## src/design/esc_pkg.sv

```systemverilog
`timescale 1ns / 1ps
`default_nettype none

package esc_pkg;

    typedef enum logic [1:0] {
        PH_TEXT = 2'd0,
        PH_ESC  = 2'd1,
        PH_HEX0 = 2'd2,
        PH_HEX1 = 2'd3
    } phase_t;

    typedef struct packed {
        logic [7:0]  out_byte;
        logic        is_done;
        logic [15:0] out_length;
        logic        last_of_run;
    } res_t;

    localparam logic [7:0] CH_NUL = 8'h00;
    localparam logic [7:0] CH_BSL = 8'h5c;
    localparam logic [7:0] CH_X   = 8'h78;

    localparam int unsigned REG_MAX_OUT_LEN = 0;
    localparam logic [15:0] MAX_OUT_LEN_RST = 16'hffff;

    function automatic logic is_hex(input logic [7:0] b);
        is_hex = (b >= 8'h30 && b <= 8'h39) || (b >= 8'h61 && b <= 8'h66)
              || (b >= 8'h41 && b <= 8'h46);
    endfunction

    function automatic logic [3:0] hex_val(input logic [7:0] b);
        logic [7:0] t;
        if (b >= 8'h30 && b <= 8'h39) begin
            t = b - 8'h30;
        end else if (b >= 8'h61 && b <= 8'h66) begin
            t = b - 8'h57;
        end else begin
            t = b - 8'h37;
        end
        hex_val = t[3:0];
    endfunction

    function automatic logic [7:0] escape_map(input logic [7:0] b);
        case (b)
            8'h6e:   escape_map = 8'h0a;
            8'h72:   escape_map = 8'h0d;
            8'h61:   escape_map = 8'h07;
            8'h74:   escape_map = 8'h09;
            8'h62:   escape_map = 8'h08;
            8'h66:   escape_map = 8'h0c;
            8'h76:   escape_map = 8'h0b;
            default: escape_map = b;
        endcase
    endfunction

endpackage

`default_nettype wire

```

## src/design/esc_parser.sv

```systemverilog
`timescale 1ns / 1ps
`default_nettype none

module esc_parser #(
    parameter int COUNT_BITS = 16
) (
    input  wire logic          aclk,
    input  wire logic          aresetn,
    input  wire logic [7:0]    cur_byte,
    input  wire logic          advance,
    input  wire logic [15:0]   limit,
    output esc_pkg::res_t      res0,
    output esc_pkg::res_t      res1,
    output logic [1:0]         res_cnt
);

    localparam int CMP_W = (COUNT_BITS > 16) ? COUNT_BITS : 16;

    esc_pkg::phase_t         phase_reg, phase_next;
    logic [3:0]              nibble_reg, nibble_next;
    logic [COUNT_BITS-1:0]   count_reg, count_next;

    logic                    pre_put, mid_put, mid_done, use_plain;
    logic [7:0]              pre_val, mid_val;
    logic                    emit_a, emit_b, second_vld;
    logic [COUNT_BITS-1:0]   c1;
    logic [CMP_W-1:0]        c1_ext;
    logic                    hex;
    logic [3:0]              hv;
    esc_pkg::phase_t         plain_phase;
    esc_pkg::res_t           res_a, res_b;

    assign hex = esc_pkg::is_hex(cur_byte);
    assign hv  = esc_pkg::hex_val(cur_byte);
    assign plain_phase = (cur_byte == esc_pkg::CH_BSL) ? esc_pkg::PH_ESC : esc_pkg::PH_TEXT;

    // next state
    always_comb begin
        phase_next  = phase_reg;
        nibble_next = nibble_reg;
        unique case (phase_reg)
            esc_pkg::PH_TEXT: begin
                phase_next = plain_phase;
            end
            esc_pkg::PH_ESC: begin
                phase_next = (cur_byte == esc_pkg::CH_X) ? esc_pkg::PH_HEX0 : esc_pkg::PH_TEXT;
            end
            esc_pkg::PH_HEX0: begin
                if (hex) begin
                    phase_next  = esc_pkg::PH_HEX1;
                    nibble_next = hv;
                end else begin
                    phase_next = plain_phase;
                end
            end
            esc_pkg::PH_HEX1: begin
                nibble_next = 4'h0;
                phase_next  = hex ? esc_pkg::PH_TEXT : plain_phase;
            end
            default: begin
                phase_next = esc_pkg::PH_TEXT;
            end
        endcase
        if (mid_done) begin
            phase_next  = esc_pkg::PH_TEXT;
            nibble_next = 4'h0;
        end
    end

    // emitted bytes
    always_comb begin
        pre_put   = 1'b0;
        pre_val   = 8'h00;
        use_plain = 1'b0;
        mid_put   = 1'b0;
        mid_val   = 8'h00;
        mid_done  = 1'b0;
        unique case (phase_reg)
            esc_pkg::PH_TEXT: begin
                use_plain = 1'b1;
            end
            esc_pkg::PH_ESC: begin
                if (cur_byte == esc_pkg::CH_NUL) begin
                    mid_done = 1'b1;
                end else if (cur_byte != esc_pkg::CH_X) begin
                    mid_put = 1'b1;
                    mid_val = esc_pkg::escape_map(cur_byte);
                end
            end
            esc_pkg::PH_HEX0: begin
                if (!hex) begin
                    pre_put   = 1'b1;
                    pre_val   = esc_pkg::CH_X;
                    use_plain = 1'b1;
                end
            end
            esc_pkg::PH_HEX1: begin
                if (hex) begin
                    mid_put = 1'b1;
                    mid_val = {nibble_reg, hv};
                end else begin
                    pre_put   = 1'b1;
                    pre_val   = {4'h0, nibble_reg};
                    use_plain = 1'b1;
                end
            end
            default: begin
                use_plain = 1'b0;
            end
        endcase
        if (use_plain) begin
            if (cur_byte == esc_pkg::CH_NUL) begin
                mid_done = 1'b1;
            end else if (cur_byte != esc_pkg::CH_BSL) begin
                mid_put = 1'b1;
                mid_val = cur_byte;
            end
        end
    end

    // output limit and counter saturation
    assign emit_a = pre_put && (CMP_W'(count_reg) < CMP_W'(limit)) && (count_reg != '1);
    assign c1     = count_reg + COUNT_BITS'(emit_a);
    assign c1_ext = CMP_W'(c1);
    assign emit_b = mid_put && (c1_ext < CMP_W'(limit)) && (c1 != '1);
    assign second_vld = emit_b || mid_done;

    assign count_next = mid_done ? '0 : c1 + COUNT_BITS'(emit_b);

    always_comb begin
        res_a.out_byte    = pre_val;
        res_a.is_done     = 1'b0;
        res_a.out_length  = 16'h0000;
        res_a.last_of_run = !second_vld;
        res_b.out_byte    = mid_done ? 8'h00 : mid_val;
        res_b.is_done     = mid_done;
        res_b.out_length  = mid_done ? c1_ext[15:0] : 16'h0000;
        res_b.last_of_run = 1'b1;
        res0    = emit_a ? res_a : res_b;
        res1    = res_b;
        res_cnt = {1'b0, emit_a} + {1'b0, second_vld};
    end

    always_ff @(posedge aclk) begin
        if (!aresetn) begin
            phase_reg  <= esc_pkg::PH_TEXT;
            nibble_reg <= 4'h0;
            count_reg  <= '0;
        end else if (advance) begin
            phase_reg  <= phase_next;
            nibble_reg <= nibble_next;
            count_reg  <= count_next;
        end
    end

endmodule

`default_nettype wire

```

## src/design/esc_res_queue.sv

```systemverilog
`timescale 1ns / 1ps
`default_nettype none

module esc_res_queue (
    input  wire logic          aclk,
    input  wire logic          aresetn,
    input  wire logic          push,
    input  wire logic [1:0]    push_cnt,
    input  wire esc_pkg::res_t push0,
    input  wire esc_pkg::res_t push1,
    input  wire logic          pop,
    output esc_pkg::res_t      head,
    output logic               head_vld,
    output logic [1:0]         level
);

    esc_pkg::res_t slot0_reg, slot0_next;
    esc_pkg::res_t slot1_reg, slot1_next;
    logic [1:0]    level_reg, level_next;
    logic [1:0]    kept;
    logic          do_pop;

    assign do_pop = pop && (level_reg != 2'd0);
    assign kept   = level_reg - {1'b0, do_pop};

    always_comb begin
        slot0_next = do_pop ? slot1_reg : slot0_reg;
        slot1_next = slot1_reg;
        if (push) begin
            case (kept)
                2'd0: begin
                    slot0_next = push0;
                    slot1_next = push1;
                end
                2'd1: begin
                    slot1_next = push0;
                end
                default: begin
                    slot1_next = slot1_reg;
                end
            endcase
        end
        level_next = kept + (push ? push_cnt : 2'd0);
    end

    always_ff @(posedge aclk) begin
        if (!aresetn) begin
            level_reg <= 2'd0;
        end else begin
            level_reg <= level_next;
        end
    end

    always_ff @(posedge aclk) begin
        slot0_reg <= slot0_next;
        slot1_reg <= slot1_next;
    end

    assign head     = slot0_reg;
    assign head_vld = (level_reg != 2'd0);
    assign level    = level_reg;

endmodule

`default_nettype wire

```

## src/design/escape_sequence_decoder.sv

```systemverilog
// backslash escape decoder, one text byte per transaction on the s_ channel
// results leave on the m_ channel: a decoded byte, or a done result (is_done)
// carrying the string length when a zero byte arrives; m_last_of_run marks
// the last result caused by one input byte (at most two per byte)
// an accepted byte goes to the input register, its results to the result queue
// throughput: one byte per cycle; a byte that causes two results while a
// result is still waiting holds s_ready low until the queue is empty, set by the
// two-entry result queue behind the single decode stage
// max_out_len (apb, address 0) bounds the bytes produced per string; extra
// bytes are dropped until the zero byte; write it only while idle
// reset (aresetn low, synchronous): parser back to plain text, count zero,
// queue and input register empty, max_out_len back to 65535
// receiver stall: results wait in the queue; once it is full the input
// register holds and s_ready falls, no transaction is lost
`timescale 1ns / 1ps
`default_nettype none

module escape_sequence_decoder #(
    parameter int COUNT_BITS = 16
) (
    input  wire logic        aclk,
    input  wire logic        aresetn,
    input  wire logic        s_valid,
    output logic             s_ready,
    input  wire logic [7:0]  s_in_byte,
    output logic             m_valid,
    input  wire logic        m_ready,
    output logic [7:0]       m_out_byte,
    output logic             m_is_done,
    output logic [15:0]      m_out_length,
    output logic             m_last_of_run,
    input  wire logic        psel,
    input  wire logic        penable,
    input  wire logic        pwrite,
    input  wire logic [2:0]  paddr,
    input  wire logic [31:0] pwdata,
    output logic [31:0]      prdata,
    output logic             pready
);

    logic          in_vld_reg;
    logic [7:0]    in_byte_reg;
    logic [15:0]   max_len_reg;
    logic          process;
    logic          reg_hit;
    esc_pkg::res_t res0, res1, head;
    logic [1:0]    res_cnt, level;
    logic [2:0]    need;

    assign reg_hit = (paddr[2] == esc_pkg::REG_MAX_OUT_LEN[0]);
    assign pready  = 1'b1;
    assign prdata  = reg_hit ? {16'h0000, max_len_reg} : 32'h0000_0000;

    always_ff @(posedge aclk) begin
        if (!aresetn) begin
            max_len_reg <= esc_pkg::MAX_OUT_LEN_RST;
        end else if (psel && penable && pwrite && pready && reg_hit) begin
            max_len_reg <= pwdata[15:0];
        end
    end

    assign need    = {1'b0, level} + {1'b0, res_cnt};
    assign process = in_vld_reg && (need <= 3'd2);
    assign s_ready = !in_vld_reg || process;

    always_ff @(posedge aclk) begin
        if (!aresetn) begin
            in_vld_reg <= 1'b0;
        end else if (s_ready) begin
            in_vld_reg <= s_valid;
        end
    end

    always_ff @(posedge aclk) begin
        if (s_valid && s_ready) begin
            in_byte_reg <= s_in_byte;
        end
    end

    esc_parser #(
        .COUNT_BITS(COUNT_BITS)
    ) u_parser (
        .aclk     (aclk),
        .aresetn  (aresetn),
        .cur_byte (in_byte_reg),
        .advance  (process),
        .limit    (max_len_reg),
        .res0     (res0),
        .res1     (res1),
        .res_cnt  (res_cnt)
    );

    esc_res_queue u_queue (
        .aclk     (aclk),
        .aresetn  (aresetn),
        .push     (process),
        .push_cnt (res_cnt),
        .push0    (res0),
        .push1    (res1),
        .pop      (m_ready),
        .head     (head),
        .head_vld (m_valid),
        .level    (level)
    );

    assign m_out_byte    = head.out_byte;
    assign m_is_done     = head.is_done;
    assign m_out_length  = head.out_length;
    assign m_last_of_run = head.last_of_run;

    a_level_bound: assert property (@(posedge aclk) disable iff (!aresetn)
        level <= 2'd2)
        else $error("result queue overfilled");

    a_done_clean: assert property (@(posedge aclk) disable iff (!aresetn)
        m_valid && m_is_done |-> m_out_byte == 8'h00 && m_last_of_run)
        else $error("done result carries a byte or is not last");

    a_hold_input: assert property (@(posedge aclk) disable iff (!aresetn)
        in_vld_reg && !process |=> in_vld_reg && $stable(in_byte_reg))
        else $error("pending input byte lost");

    a_byte_len_zero: assert property (@(posedge aclk) disable iff (!aresetn)
        m_valid && !m_is_done |-> m_out_length == 16'h0000)
        else $error("byte result carries a length");

endmodule

`default_nettype wire
```

## config.mk

```make
export PLATFORM = sky130hd
export DESIGN_NAME = escape_sequence_decoder
export DESIGN_NICKNAME = d
export VERILOG_FILES = /design/src/design/esc_pkg.sv /design/src/design/esc_parser.sv /design/src/design/esc_res_queue.sv /design/src/design/escape_sequence_decoder.sv
export SDC_FILE = /design/constraint.sdc
export NUM_CORES = 1
export LEC_CHECK = 0
export ABC_AREA = 1
export BUFFER_PORTS_ARGS = -buffer_cell sky130_fd_sc_hd__buf_4
export CAP_MARGIN = 15
export CORE_UTILIZATION = 35
export DETAILED_ROUTE_END_ITERATION = 6
export HOLD_SLACK_MARGIN = 0.08
export SKIP_LAST_GASP = 1
export SLEW_MARGIN = 20
export SYNTH_ARGS = -nofsm -noshare
export SYNTH_HDL_FRONTEND = slang
export SYNTH_SLANG_ARGS = --single-unit
export TNS_END_PERCENT = 100
```

## constraint.sdc

```tcl
create_clock -name aclk -period 13 [get_ports aclk]
set_clock_uncertainty 0.1 [all_clocks]
set_input_delay 1.3 -clock aclk [delete_from_list [all_inputs] [get_ports aclk]]
set_output_delay 1.3 -clock aclk [all_outputs]
set_load 0.02 [all_outputs]
```

* Word level (Yosys, flattened, before mapping) *
Cells that the tools add are included.

storage, ports and cells
  flip-flop bits (word level) = 101
  bits in latches = 0
  memory bits (writable) = 0
  ROM bits = 0
  input port bits = 50
  output and inout bits = 61
  logic and storage cells = 126
  memories = 0

cells by class
  add/sub/neg operators = 9
  multiply operators = 0
  div/mod/pow operators = 0
  magnitude comparators = 9
  equality and inequality tests = 18
  shift-type cells = 0
  multiplexer cells = 46
  bitwise operators = 1
  reduce and logical (&&, ||, !) cells = 28

operators with widths
  cell                                                   number
  2-to-1 mux 26 bit                                      4
  equality test 8 x 7 -> 1 bit, second input constant    9
  2-to-1 mux 8 bit                                       7
  one-hot mux 8 bit (7 select lines)                     1
  one-hot mux 26 bit (2 select lines)                    1
  2-to-1 mux 16 bit                                      3
  adder 16 x 1 -> 16 bit                                 2
  less-than comparator 16 bit                            2
  inequality test 16 bit, second input constant          2
  one-hot mux 8 bit (2 select lines)                     2
  2-to-1 mux 4 bit                                       5
  >= comparator 8 x 7 -> 1 bit, second input constant    2
  <= comparator 8 x 7 -> 1 bit, second input constant    2
  inequality test 8 x 7 -> 1 bit, second input constant  2
  logical AND 1 bit                                      13
  2-to-1 mux 1 bit                                       13
  2-to-1 mux 2 bit                                       5
  >= comparator 8 x 6 -> 1 bit, second input constant    1
  <= comparator 8 x 6 -> 1 bit, second input constant    1
  zero test 8 bit                                        1
  one-hot mux 2 bit (4 select lines)                     1
  one-hot mux 4 bit (2 select lines)                     1
  subtractor 4 x 3 -> 4 bit, second input constant       2
  2-to-1 mux 7 bit                                       1
  19 further kinds                                       28

* Logic depth before layout (Yosys ltp) *
  word-level depth = 19
  depth in mapped cells = 41
  depth with buffers taken out = 40

* Cells and area by module *
A second synthesis with hierarchy kept.

second synthesis, totals
  cells, all modules = 1,069
  area total of the unflattened synthesis = 7,499.7 µm²

modules (own cells, without submodules)
  module                   times used  cells each  area each (µm²)  sequential area each (µm²)
  esc_parser               1           616         3,589.7          440.4
  esc_res_queue            1           305         2,690.1          1,341.3
  escape_sequence_decoder  1           148         1,219.9          580.6

* Least setup slack after synthesis *
Ideal clock, no wire load.

  path kind = register to register
  from = register in_byte_reg[0]
  to = register u_queue.slot0_reg (netlist bit u_queue.head[14])
  library setup time = 0.074 ns
  data arrival time = 6.837 ns
  path slack = 5.989 ns
  cell stages (with the launch flop) = 38
  path through = edfxtp_1 -> inv_1 -> ha_1 -> inv_1 -> nand3_1 -> nand2_1 -> nor2_1 -> nor2_1 -> nand2_2 -> nor3_4 -> nand2_4 -> inv_4 -> ha_1 -> ha_1 -> inv_1 -> nor2_4 -> nand2_1 -> o21ai_0 -> [... 2 more ...] -> nand2_1 -> nor2_1 -> a211oi_1 -> o21ai_0 -> a21oi_1 -> nand3_1 -> nand2_1 -> ha_1 -> ha_1 -> fa_1 -> a21oi_1 -> nand2_1 -> nor2_1 -> nand2_1 -> clkinv_1 -> nand3_2 -> buf_2 -> o21ai_0

RTL lines
  item                    line                           RTL
  start, declared         escape_sequence_decoder.sv:42  logic [7:0] in_byte_reg;
  start signal, assigned  escape_sequence_decoder.sv:76  in_byte_reg <= s_in_byte;
  end signal, assigned    esc_res_queue.sv:55            slot0_reg <= slot0_next;
  end, declared           esc_res_queue.sv:17            esc_pkg::res_t slot0_reg, slot0_next;

==> run summary <==
Crit-path slowest cell - nand2_1
Ys flop type - dfxtp_1
Dominant cell type by area after synthesis - dfxtp_1
# diodes - 0
Most frequent cells in the layout - nand2_1 (303), nor2_1 (94), inv_1 (89)
Status - finished clean
Setup TNS - 0 ps
Final Max Tran Viols - 0
Hold Path Class - reg -> reg
EDFF count, synth - 34
Initial Utilization - 0.3561
Port bufs - 75
Final nets - 1101
Crit start category - register
Hold_sp - u_parser.nibble_reg[0]
Critical Path Most Common Cell - nand2_1
Final setup fails - 0
Hold_ws - 382.2 ps
# DRC - 0
Worst Reg-to-Reg Cells - 37
Synth Area in Adders - 0.08406
Number of global-route vias before repair - 5496
Most common cell after layout, fill and taps aside - nand2_1
Die width - 139.7 µm
Grt total ovfl - 0
Design Area, Final - 7615 µm²
CTS max path bufs - 2
Reg2reg start - in_byte_reg[0]
Post_cts resized - 0
Synthesized area per cell - 7.010 µm²
Layout cell share with drive strength beyond 1 - 0.1354
XOR/XNOR Fraction of Synth Area - 0.02073
Hold Path Depth - 2
Num rows - 50
Fin crit share - 0.6814
Max_slew headroom - 0.2634
Antenna violations before repair - 0
FF-to-FF End - u_queue.head[13]
Hold EP - u_parser.nibble_reg[0]
CTS Hold Buffers Added - 0
Fmax - 0.1129 GHz
Seq/Total Area, Yosys - 0.3558
Synth warn - 0
Post-synthesis mux area share - 0
Starting DRT DRC Count - 488
Clk sinks - 101
CTS buffer count - 9
CTS Root Cell - clkbuf_16
DR pass1 iterations - 5
Worst path arrival time - 9020 ps
Area growth syn-to-layout - 14.70%
Setup ws final - 4142 ps
Tot GR Track Use - 0.1781
Largest family of logic cells by synthesized area - simple AND/OR/NAND/NOR gates
Max cap viols - 0
Yosys reg bits - 101
CTS tree - done
Detail Route Antenna Nets - 0
Syn Inst Count - 947
Power per cell area - 140.4 nW/µm²
Final wirelength - 16.87 mm
Fillers - 1984
H-tree depth - 3
Largest net degree at the start of global routing - 33
Crit-path max FO - 27
RSZ-0062 raised after global routing - false
Dpl ws - 4126 ps
DR vias/cell - 4.902
HPWL Detailed - 12.77 mm
Peak supply drop - 0.00007393 V
WL/cell - 13.54 µm
Crit end category - register
R2r setup slk - 4140 ps
Async SR Flop Fraction - 0
Post-CTS setup buffers - 0
Utilization after layout - 0.4085
Synth Area in Compound Gates - 0.09028
Max incr delay on CP - 600 ps
Worst-Margin Slew - 1101 ps
Fin crit period - 8858 ps
Dpl cell area - 7323 µm²
Hold Fails Final Rpt - 0
First-pass GRT wire length - 27.68 mm
Synthesized area - 6639 µm²
Distinct cell type count after synthesis - 43
Critical Path RT - 13170 ps
Worst Setup Path Type - reg -> reg
Synth area leaders - dfxtp_1 (20%), nand2_1 (17%), edfxtp_1 (15%), ha_1 (8.1%), nand3_1 (5.7%)
Final RePlAce weighted congestion - 0.8590
Leakage power - 0.003543 µW
Clk slew on worst S/H paths - 70 ps
Worst skew pair latency - 350 ps
Die H - 139.7 µm
IO Count - 111
Synth Area in Simple Gates - 0.3522
Floorplan core area - 18640 µm²
Synth top area share - 0.2020
Die area - 19520 µm²
DR vias - 6108
[worst max-delay path by stage]
stage | start | endpoint
after floorplan | in_byte_reg[0] | u_queue.head[14]
after global placement | in_byte_reg[0] | u_queue.head[7]
after detailed placement | in_byte_reg[0] | u_queue.head[6]
after CTS | in_byte_reg[0] | u_queue.head[6]
after global routing | in_byte_reg[0] | u_queue.head[13]
final | in_byte_reg[0] | u_queue.head[13]
[cells in the mapped netlist (4+ instances only)]
master and count:
edfxtp_1 34, dfxtp_1 67, clkbuf_1 19, xor2_1 5, nor3_1 8, ha_1 43, inv_2 8, nand4_1 18
inv_1 89, nor2_1 96, nand3b_1 4, o211ai_1 20, nand2_1 303, nand2_2 12, nand3_1 76, o21ai_0 33
a21oi_1 42, nor2_2 7, buf_4 20
[through the flow]
step                      total power, µW  instances
after floorplan                     683.7        962
after global placement              806.1       1230
after detailed placement            811.3       1230
after CTS                            1080       1246
after global routing                 1139       1246
final                                1069       1246
[worst max-delay path, delay by kind of cell, from the launching register on]
family,cells,cell delay (ps)
AND/OR/NAND/NOR,18,3640
adder cells (fa/ha/maj),7,1910
buffers and inverters,6,1350
AO/OA/AOI/OAI,6,1290
flip-flops,1,460
[layer usage]
layer  GRT usage  up-vias  share of wire
li1            -     3163              -
met1      0.2529     2775           0.51
met2      0.2682      149           0.43
met3     0.03235       21          0.050
met4     0.06420        0          0.018
met5           0        -              0
[logic make-up after synthesis]
logic type | after synthesis
AOI/OAI and AO/OA | 105
xor gates and xnor gates | 11
DFF | 101
adders and majority gates | 44
other | 2
buffers and inverters | 145
and+or+nand+nor | 539
[report_power, final]
part / internal, µW / total, µW / switching, µW
logic: 137 / 374 / 237
clock network: 150 / 266 / 116
registers: 396 / 429 / 32.9
[layout make-up]
type | count | area [µm²] | area share
multi-input cells | 716 | 3707 | 0.4869
flip-flops and latches | 101 | 2362 | 0.3102
repair buffers | 77 | 578.1 | 0.07591
inverters | 102 | 387.9 | 0.05094
well taps | 234 | 292.8 | 0.03845
clock buffers | 13 | 240.2 | 0.03155
clock inverters | 3 | 46.29 | 0.006080
Note: power is estimated with default switching activity, not from simulation.
